File: config.mk
export PLATFORM = sky130hd
export DESIGN_NAME = gcd_lcm_unit
export DESIGN_NICKNAME = d
export VERILOG_FILES = /design/src/rtl/glu_pkg.sv /design/src/rtl/glu_sub.sv /design/src/rtl/glu_core.sv /design/src/rtl/gcd_lcm_unit.sv
export SDC_FILE = /design/constraint.sdc
export NUM_CORES = 2
export LEC_CHECK = 0
export BUFFER_PORTS_ARGS = -buffer_cell sky130_fd_sc_hd__buf_2
export CAP_MARGIN = 25
export CORE_ASPECT_RATIO = 1.1
export CORE_MARGIN = 2
export CORE_UTILIZATION = 55
export CTS_CLUSTER_DIAMETER = 200
export DETAILED_ROUTE_END_ITERATION = 10
export GPL_ROUTABILITY_DRIVEN = 0
export PLACE_DENSITY_LB_ADDON = 0.12
export RECOVER_POWER = 100
export SYNTH_ARGS = -nofsm -noshare
export SYNTH_HDL_FRONTEND = slang
export SYNTH_SLANG_ARGS = --single-unit
File: constraint.sdc
create_clock -name clk -period 19.15 [get_ports clk]
set_input_delay 0.9575 -clock clk [delete_from_list [all_inputs] [get_ports clk]]
set_output_delay 0.9575 -clock clk [all_outputs]
set_load 0.02 [all_outputs]
File: src/rtl/glu_pkg.sv
// Package for the GCD / LCM unit: request and response words, the
// control and status groups between top level and core, and mode codes.
// No dependencies.
`timescale 1ns / 1ps

package glu_pkg;

  localparam int unsigned OPERAND_W = 32;
  localparam int unsigned RESULT_W  = 64;

  localparam logic MODE_GCD = 1'b0;
  localparam logic MODE_LCM = 1'b1;

  typedef struct packed {
    logic [OPERAND_W-1:0] first_value;
    logic [OPERAND_W-1:0] second_value;
    logic                 mode;
  } glu_req_t;

  typedef struct packed {
    logic [RESULT_W-1:0] result_value;
    logic                zero_operand;
  } glu_rsp_t;

  // top level -> core
  typedef struct packed {
    logic start;  // request word accepted this cycle
    logic take;   // output register can load the result
  } glu_ctrl_t;

  // core -> top level
  typedef struct packed {
    logic idle;   // core can take a new word
    logic done;   // result word is on the core output
  } glu_stat_t;

endpackage

File: src/rtl/glu_sub.sv
// Shared subtract / compare unit of the GCD / LCM unit.
// Depends on nothing; width set by parameter.
`timescale 1ns / 1ps

module glu_sub #(
  parameter int unsigned W = 33
) (
  input  logic [W-1:0] op_a,
  input  logic [W-1:0] op_b,
  output logic [W-1:0] diff,
  output logic         borrow
);

  assign {borrow, diff} = {1'b0, op_a} - {1'b0, op_b};

endmodule

File: src/rtl/glu_core.sv
// Sequencer and datapath registers of the GCD / LCM unit: binary GCD,
// restoring division of the first operand by the divisor, final product.
// Depends on glu_pkg and glu_sub.
`timescale 1ns / 1ps

module glu_core #(
  parameter int unsigned WIDTH = 32
) (
  input  logic              clk,
  input  logic              rst,
  input  glu_pkg::glu_ctrl_t ctrl,
  input  glu_pkg::glu_req_t  req,
  output glu_pkg::glu_stat_t stat,
  output glu_pkg::glu_rsp_t  rsp
);

  localparam int unsigned KW = (WIDTH > 1) ? $clog2(WIDTH) : 1;

  localparam logic [2:0] S_IDLE = 3'd0;
  localparam logic [2:0] S_TWO  = 3'd1;
  localparam logic [2:0] S_RED  = 3'd2;
  localparam logic [2:0] S_SHL  = 3'd3;
  localparam logic [2:0] S_DIV  = 3'd4;
  localparam logic [2:0] S_FIN  = 3'd5;

  logic [2:0]       state;
  logic [WIDTH-1:0] x;        // GCD working value, then the divisor
  logic [WIDTH-1:0] y;        // GCD working value, then the remainder
  logic [WIDTH-1:0] a_keep;   // first operand, then the quotient
  logic [WIDTH-1:0] b_keep;
  logic [KW-1:0]    k;        // common power of two
  logic [KW-1:0]    cnt;
  logic             mode;
  logic             zero;

  logic [WIDTH:0]   op_a;
  logic [WIDTH:0]   op_b;
  logic [WIDTH:0]   diff;
  logic             borrow;

  logic [WIDTH-1:0]   a_in;
  logic [WIDTH-1:0]   b_in;
  logic [2*WIDTH-1:0] prod;

  assign a_in = req.first_value[WIDTH-1:0];
  assign b_in = req.second_value[WIDTH-1:0];

  always_comb begin
    if (state == S_DIV) begin
      op_a = {y, a_keep[WIDTH-1]};
      op_b = {1'b0, x};
    end else begin
      op_a = {1'b0, x};
      op_b = {1'b0, y};
    end
  end

  glu_sub #(
    .W (WIDTH + 1)
  ) u_sub (
    .op_a   (op_a),
    .op_b   (op_b),
    .diff   (diff),
    .borrow (borrow)
  );

  always_ff @(posedge clk) begin
    if (rst) begin
      state <= S_IDLE;
    end else begin
      unique case (state)
        S_IDLE: begin
          if (ctrl.start) begin
            mode   <= req.mode;
            b_keep <= b_in;
            k      <= '0;
            if (a_in == '0 || b_in == '0) begin
              // zero operand: divisor is the other one, multiple is zero
              zero   <= 1'b1;
              x      <= a_in | b_in;
              a_keep <= '0;
              state  <= S_FIN;
            end else begin
              zero   <= 1'b0;
              x      <= a_in;
              y      <= b_in;
              a_keep <= a_in;
              state  <= S_TWO;
            end
          end
        end
        S_TWO: begin
          if (!x[0] && !y[0]) begin
            x <= x >> 1;
            y <= y >> 1;
            k <= k + 1'b1;
          end else begin
            state <= S_RED;
          end
        end
        S_RED: begin
          if (!x[0]) begin
            x <= x >> 1;
          end else if (!y[0]) begin
            y <= y >> 1;
          end else if (diff == '0) begin
            state <= S_SHL;
          end else if (!borrow) begin
            x <= diff[WIDTH-1:0];
          end else begin
            // x below y: swap and subtract next cycle
            x <= y;
            y <= x;
          end
        end
        S_SHL: begin
          if (k == '0) begin
            y     <= '0;
            cnt   <= KW'(WIDTH - 1);
            state <= (mode == glu_pkg::MODE_LCM) ? S_DIV : S_FIN;
          end else begin
            x <= x << 1;
            k <= k - 1'b1;
          end
        end
        S_DIV: begin
          y      <= borrow ? op_a[WIDTH-1:0] : diff[WIDTH-1:0];
          a_keep <= {a_keep[WIDTH-2:0], ~borrow};
          cnt    <= cnt - 1'b1;
          if (cnt == '0) begin
            state <= S_FIN;
          end
        end
        S_FIN: begin
          if (ctrl.take) begin
            state <= S_IDLE;
          end
        end
        default: begin
          state <= S_IDLE;
        end
      endcase
    end
  end

  assign prod = a_keep * b_keep;

  assign stat.idle = (state == S_IDLE);
  assign stat.done = (state == S_FIN);

  assign rsp.result_value = (mode == glu_pkg::MODE_LCM) ? glu_pkg::RESULT_W'(prod)
                                                        : glu_pkg::RESULT_W'(x);
  assign rsp.zero_operand = zero;

  a_red_nonzero: assert property (@(posedge clk) disable iff (rst)
    state == S_RED |-> (x != '0 && y != '0))
    else $error("GCD operand reached zero during reduction");

  a_div_nonzero: assert property (@(posedge clk) disable iff (rst)
    state == S_DIV |-> x != '0)
    else $error("division by zero divisor");

  a_start_leaves_idle: assert property (@(posedge clk) disable iff (rst)
    (state == S_IDLE && ctrl.start) |=> state != S_IDLE)
    else $error("accepted word did not start the sequencer");

  a_fin_holds: assert property (@(posedge clk) disable iff (rst)
    (state == S_FIN && !ctrl.take) |=> (state == S_FIN && $stable(rsp)))
    else $error("result dropped or changed while output register busy");

endmodule

File: src/rtl/gcd_lcm_unit.sv
// Top level of the GCD / LCM unit: request handshake, output register.
// Depends on glu_pkg and glu_core.
//
//   channel | signals                     | word type
//   --------+-----------------------------+------------------
//   request | req_valid, req_ready, req   | glu_pkg::glu_req_t
//   response| rsp_valid, rsp_ready, rsp   | glu_pkg::glu_rsp_t
//
// One word at a time; it holds the core from acceptance until its result enters
// the output register: straight to the finish with a zero operand, otherwise
// through the binary GCD loop (one shift, subtract or swap per cycle on the
// shared subtractor), plus WIDTH division steps for an LCM.
// req_ready is high only while the core is idle; a waiting response does not
// block a new request, but the core holds a finished result until the
// output register is free. Synchronous reset clears all handshake state.
`timescale 1ns / 1ps

module gcd_lcm_unit #(
  parameter int unsigned WIDTH = 32
) (
  input  logic              clk,
  input  logic              rst,
  input  logic              req_valid,
  output logic              req_ready,
  input  glu_pkg::glu_req_t req,
  output logic              rsp_valid,
  input  logic              rsp_ready,
  output glu_pkg::glu_rsp_t rsp
);

  glu_pkg::glu_ctrl_t ctrl;
  glu_pkg::glu_stat_t stat;
  glu_pkg::glu_rsp_t  core_rsp;

  assign req_ready  = stat.idle;
  assign ctrl.start = req_valid && req_ready;
  assign ctrl.take  = !rsp_valid || rsp_ready;

  glu_core #(
    .WIDTH (WIDTH)
  ) u_core (
    .clk  (clk),
    .rst  (rst),
    .ctrl (ctrl),
    .req  (req),
    .stat (stat),
    .rsp  (core_rsp)
  );

  always_ff @(posedge clk) begin
    if (rst) begin
      rsp_valid <= 1'b0;
    end else if (stat.done && ctrl.take) begin
      rsp_valid <= 1'b1;
    end else if (rsp_ready) begin
      rsp_valid <= 1'b0;
    end
  end

  // load the result word when the register is free
  always_ff @(posedge clk) begin
    if (stat.done && ctrl.take) begin
      rsp <= core_rsp;
    end
  end

endmodule

# After elaboration in Yosys (flattened, before gate mapping)
# Index checks and enable logic that the tools add are counted.
# totals
reg_bits	209
out_inout_bits	67
word_cells	117
# classes
n_reduce_logical	29
add_sub_neg	4
multipliers	1
n_mux	45
n_bitwise	3
n_eq_ne	20
# op_table
operator	count
$mux W32	21
$pmux W32 S5	1
$pmux W32 S4	1
$logic_not A32 Y1	2
$mul A32 B32 Y64	1
$pmux W32 S2	1
$sub A33 B32 Y34	1
$logic_not A33 Y1	1
$mux W33	1
$or A32 B32 Y32	1
$mux W3	9
$mux W5	4
$pmux W3 S6	1
$pmux W5 S3	1
$reduce_and A7 Y1	2
$ne A2 B1 Y1 const B	6
$ne A3 B3 Y1 const B	4
$logic_not A5 Y1	2
$ne A2 B2 Y1 const B	5
$pmux W5 S2	1
$reduce_and A5 Y1	2
$sub A5 B1 Y5 const B	2
$reduce_and A3 Y1	3
$reduce_and A9 Y1	1
other kinds (15)	28

# Logic depth before layout (Yosys ltp)
# depth
word_depth	8
ltp_mapped	30
ltp_nobuf	28

# Hierarchy
# From an unflattened synthesis, not the netlist that was laid out.
# unflattened
hier_cells	5152
hier_area_um2	46549.6
# by_module_without_submodules
module	cells_each	seq_area_each_um2	n_inst	area_each_um2
glu_core	4786	4264.1	1	42509.5
glu_sub	295	0.0	1	2026.9
gcd_lcm_unit	71	1971.9	1	2013.2

# Worst setup path before layout
# No wires, ideal clock.
# synth_timing
path_kind	reg-to-reg
startpoint	register u_core.a_keep[28]
endpoint	register rsp[62] (netlist name) (data pin)
setup_time_ns	0.255
path_slack_ns	11.663
arrival_time_ns	7.232
period_less_slack_ns	7.487
path_stages_with_launch	28
required_ns	18.895
path_cell_list	edfxtp_1 > clkbuf_1 > nand2_1 > fa_1 > inv_1 > fa_1 > inv_1 > fa_1 > inv_1 > fa_1 > inv_1 > fa_1 > fa_1 > fa_1 > fa_1 > inv_1 > ha_1 > clkbuf_1 > a21oi_1 > o21ai_0 > a211o_1 > a211oi_1 > nor2b_1 > a2111oi_0 > nor3_1 > a41oi_1 > xnor2_1 > and2_1
# synth_between
elab_chain_len	1
# synth_rtl
item	line_no	rtl
start, declared	glu_core.sv:29	logic [WIDTH-1:0] a_keep;
start signal, assigned	glu_core.sv:87	a_keep <= a_in;
start signal, assigned	glu_core.sv:128	a_keep <= {a_keep[WIDTH-2:0], ~borrow};
$mul A32 B32 Y64	glu_core.sv:146	assign prod = a_keep * b_keep;
end signal, assigned	gcd_lcm_unit.sv:63	rsp <= core_rsp;
end, declared	gcd_lcm_unit.sv:28	output glu_pkg::glu_rsp_t rsp
# Every way passes these cells.
# A chain may end at the register's enable or synchronous reset.

# Worst setup path in the final report
# layout_timing
startpoint	register u_core.state[2]
endpoint	register u_core.x[13] (data pin)
# layout_between
elab_chain_len	8
word_cells_on_any_way	13
classes_between	add/sub: 1; eq/ne: 4; mux: 7; reduce/logical: 1
# layout_rtl
item	line_no	rtl
start, declared	glu_core.sv:26	logic [2:0] state;
start signal, assigned	glu_core.sv:120	state <= (mode == glu_pkg::MODE_LCM) ? S_DIV : S_FIN;
$eq A3 B3 Y1	glu_core.sv:49	if (state == S_DIV) begin
$mux W33 or $mux W32 (tied branches)	glu_core.sv:49	
$sub A33 B32 Y34	glu_sub.sv:14	assign {borrow, diff} = {1'b0, op_a} - {1'b0, op_b};
$mux W32	glu_core.sv:108	end else if (!borrow) begin
$mux W32	glu_core.sv:106	end else if (diff == '0) begin
$mux W32	glu_core.sv:104	end else if (!y[0]) begin
$mux W32	glu_core.sv:102	if (!x[0]) begin
$pmux W32 S4 *	glu_core.sv:71	unique case (state)
end signal, assigned	glu_core.sv:103	x <= x >> 1;
end signal, assigned	glu_core.sv:109	x <= diff[WIDTH-1:0];
end signal, assigned	glu_core.sv:112	x <= y;
end, declared	glu_core.sv:27	logic [WIDTH-1:0] x;
# Mark *: on every way between the ends. The rest lies on a longest branch, timed or not. The select of a mux whose other input is x is not followed.

==> flow_metrics.tcl <==
set metrics [dict create \
    status "finished, violations left" \
    area_growth_pct 4.76 \
    cp-end-kind "flip-flop" \
    synth_area_um2 46500 \
    drc_errors 0 \
    htree_levels 1 \
    finalSetupViolations 0 \
    syn_inst 5060 \
    io_buffers 135 \
    grt_pass1_vias 37718 \
    violations "max-capacitance violations, max-slew violations" \
    cts_setup_buffers 0 \
    post-route-period-util 0.701 \
    rsz0062_at_grt "false" \
    path_max_fanout 72 \
    num-nets-final 6261 \
    crit_required_ps 19480 \
    die_area_um2 86900 \
    netlist.area_leader.share 0.387 \
    wl_um 138000 \
    post_cts_resized 0 \
    synthTopCellsByArea "fa_1 (39%), edfxtp_1 (13%), and2_1 (8.5%)" \
    die_w_um 281 \
    insertion_delay_ps 600 \
    synth_seq_cells 209 \
    cts_hold_buf 0 \
    drv_cap 13 \
    finalHoldViolations 0 \
    drive_above_1_share 0.0393 \
    drtAntennaViolNets 0 \
    dr.pass1.iters 9 \
    slew_headroom -1.77 \
    fmax_ghz 0.0745 \
    cts_tree "yes" \
    grt_use_total 0.328 \
    synth_flop_cell "edfxtp_1" \
    core_um2 83600 \
    fin_skew_ps 28.1 \
    cts_root_buffer "clkbuf_16" \
    critPathArrivalTime_ps 13760 \
    dieHeight_um 309 \
    clkSinkCount 209 \
    dp_hpwl_um 104000 \
    synth_edf_count 205 \
    final_max_slew_viol_count 528 \
    grt_pass1_wl_um 218000 \
    yosys.cell_types.count 97 \
    yosysWarnings 0 \
    yosysTopAreaCell "fa_1" \
    avgViaCountPerCell 5.90 \
    avgSynthCellArea_um2 9.19 \
    rows 111 \
    start_util 0.556 \
    criticalPathCategory "reg2reg" \
    clock_path_buffers 3 \
    setup_tns_ps 0 \
    start_kind "flip-flop" \
    worstMarginPinSlew_ps 4160 \
    grt_max_degree 73 \
    drt_iter0_drc 3433 \
    yosysSeqAreaShare 0.134 \
    cts.clk_slew.worst_paths_ps 70 \
    grt_antenna_before_repair 5 \
    grt.overflow.total 0 \
    vias 36271 \
    hp-class "in2reg" \
    syn_nets 6326 \
    io_pins 136 \
    wire_per_inst_um 22.4 \
    min_period_ps 13430 \
    numCtsBuffers 25 \
    synth-async-reset-ratio 0 \
]
## critical path, stage by stage (launching register included)
cell       delay, ps
dfxtp_1          310
clkbuf_1        1830
inv_1            820
nor3_1           960
clkbuf_1        1330
clkbuf_1        2760
o21ai_0          610
ha_1             420
or2_2            300
o211ai_1         350
a21oi_1          240
a2111oi_0        600
nor3_2           130
a211oi_1         660
clkbuf_1        1000
nor2_1           190
o21ai_0          400
a21oi_1          130
## flip-flops by register name (all words and copies together), names as in the netlist
signal,cells
rsp,65
rsp_valid,1
u_core.a_keep,32
u_core.b_keep,32
u_core.cnt,5
u_core.k,5
u_core.mode,1
u_core.state,3
u_core.x,32
u_core.y,32
u_core.zero,1
## area by class of cell
type,instances,area [µm²]
multi-input cells,3646,35600
fillers,7598,34900
flip-flops and latches,209,6240
inverters,893,3350
well taps,1130,1410
repair buffers,220,1180
clock buffers,28,637
clock inverters,17,248
diodes,1,2.50
## logic make-up after synthesis
| logic type | Yosys count | synth area share |
|---|---|---|
| xor gates and xnor gates | 90 | 0.0170 |
| and+or+nand+nor | 1665 | 0.179 |
| adders and majority gates | 1197 | 0.467 |
| buffers and inverters | 1205 | 0.0988 |
| DFF | 209 | 0.134 |
| muxes | 67 | 0.0152 |
| AOI/OAI and AO/OA | 627 | 0.0891 |
## per-stage QoR
stage / std cells / util / hold slack [ps] / area (µm²) / setup WS (ps)
3_5_place_dp: 6096 / 0.575 / 543 / 48100 / 10450
3_3_place_gp: 6093 / 0.574 / 541 / 48000 / 10150
4_1_cts: 6141 / 0.586 / 525 / 49000 / 10390
2_1_floorplan: 5060 / - / 400 / 46500 / 11660
6_report: 6144 / 0.583 / 530 / 48700 / 5720
5_1_grt: 6143 / 0.583 / 530 / 48700 / 5130
## per-layer routing
metal	vias to the layer above	GRT usage	part of all wire
met5	-	0	0
met4	0	0.125	0.041
met3	304	0.0406	0.083
met2	1666	0.524	0.47
met1	18598	0.459	0.41
li1	15703	-	-
## cells in the mapped netlist (all sizes together) (8+ instances only)
library cell,n
nand2b,11
nor4,24
buf,25
mux2,30
o21bai,12
nor2,117
nor2b,12
ha,299
a21oi,171
nand2,725
edfxtp,205
a221oi,34
and2,633
fa,898
a31oi,19
nand3,35
o21ai,163
o21a,24
a222oi,30
and3,14
xor2,27
a21o,44
o211ai,14
xnor2,63
or3,10
o22ai,8
inv,893
clkbuf,287
nand4,21
a2bb2oi,13
nor3,32
mux2i,37
a211oi,31
o31ai,9
## placed cells by master (no fill, tap or decap), types with 35 or more instances in the layout
| master | n |
|---|---|
| fa_1 | 898 |
| inv_1 | 892 |
| nand2_1 | 724 |
| and2_1 | 602 |
| ha_1 | 299 |
| edfxtp_1 | 205 |
| a21oi_1 | 169 |
| o21ai_0 | 153 |
| nor2_1 | 116 |
| clkbuf_1 | 114 |
| buf_4 | 70 |
| xnor2_1 | 62 |
| a21o_1 | 44 |
| mux2i_1 | 37 |
| buf_2 | 36 |
| nand3_1 | 35 |
## final timing paths
path	startpoint	endpoint	slack [ps]	cells past startpoint
setup reg to reg	u_core.state[2]	u_core.x[13]	5720	17
setup / recovery	u_core.state[2]	u_core.x[13]	5720	17
hold / removal	req[0]	u_core.mode	530	1
hold reg to reg	u_core.a_keep[26]	u_core.a_keep[27]	550	2
Power is left out: the tool's default activity adds up to more than one toggle a clock period on the data nets, which glitch-free logic cannot reach.
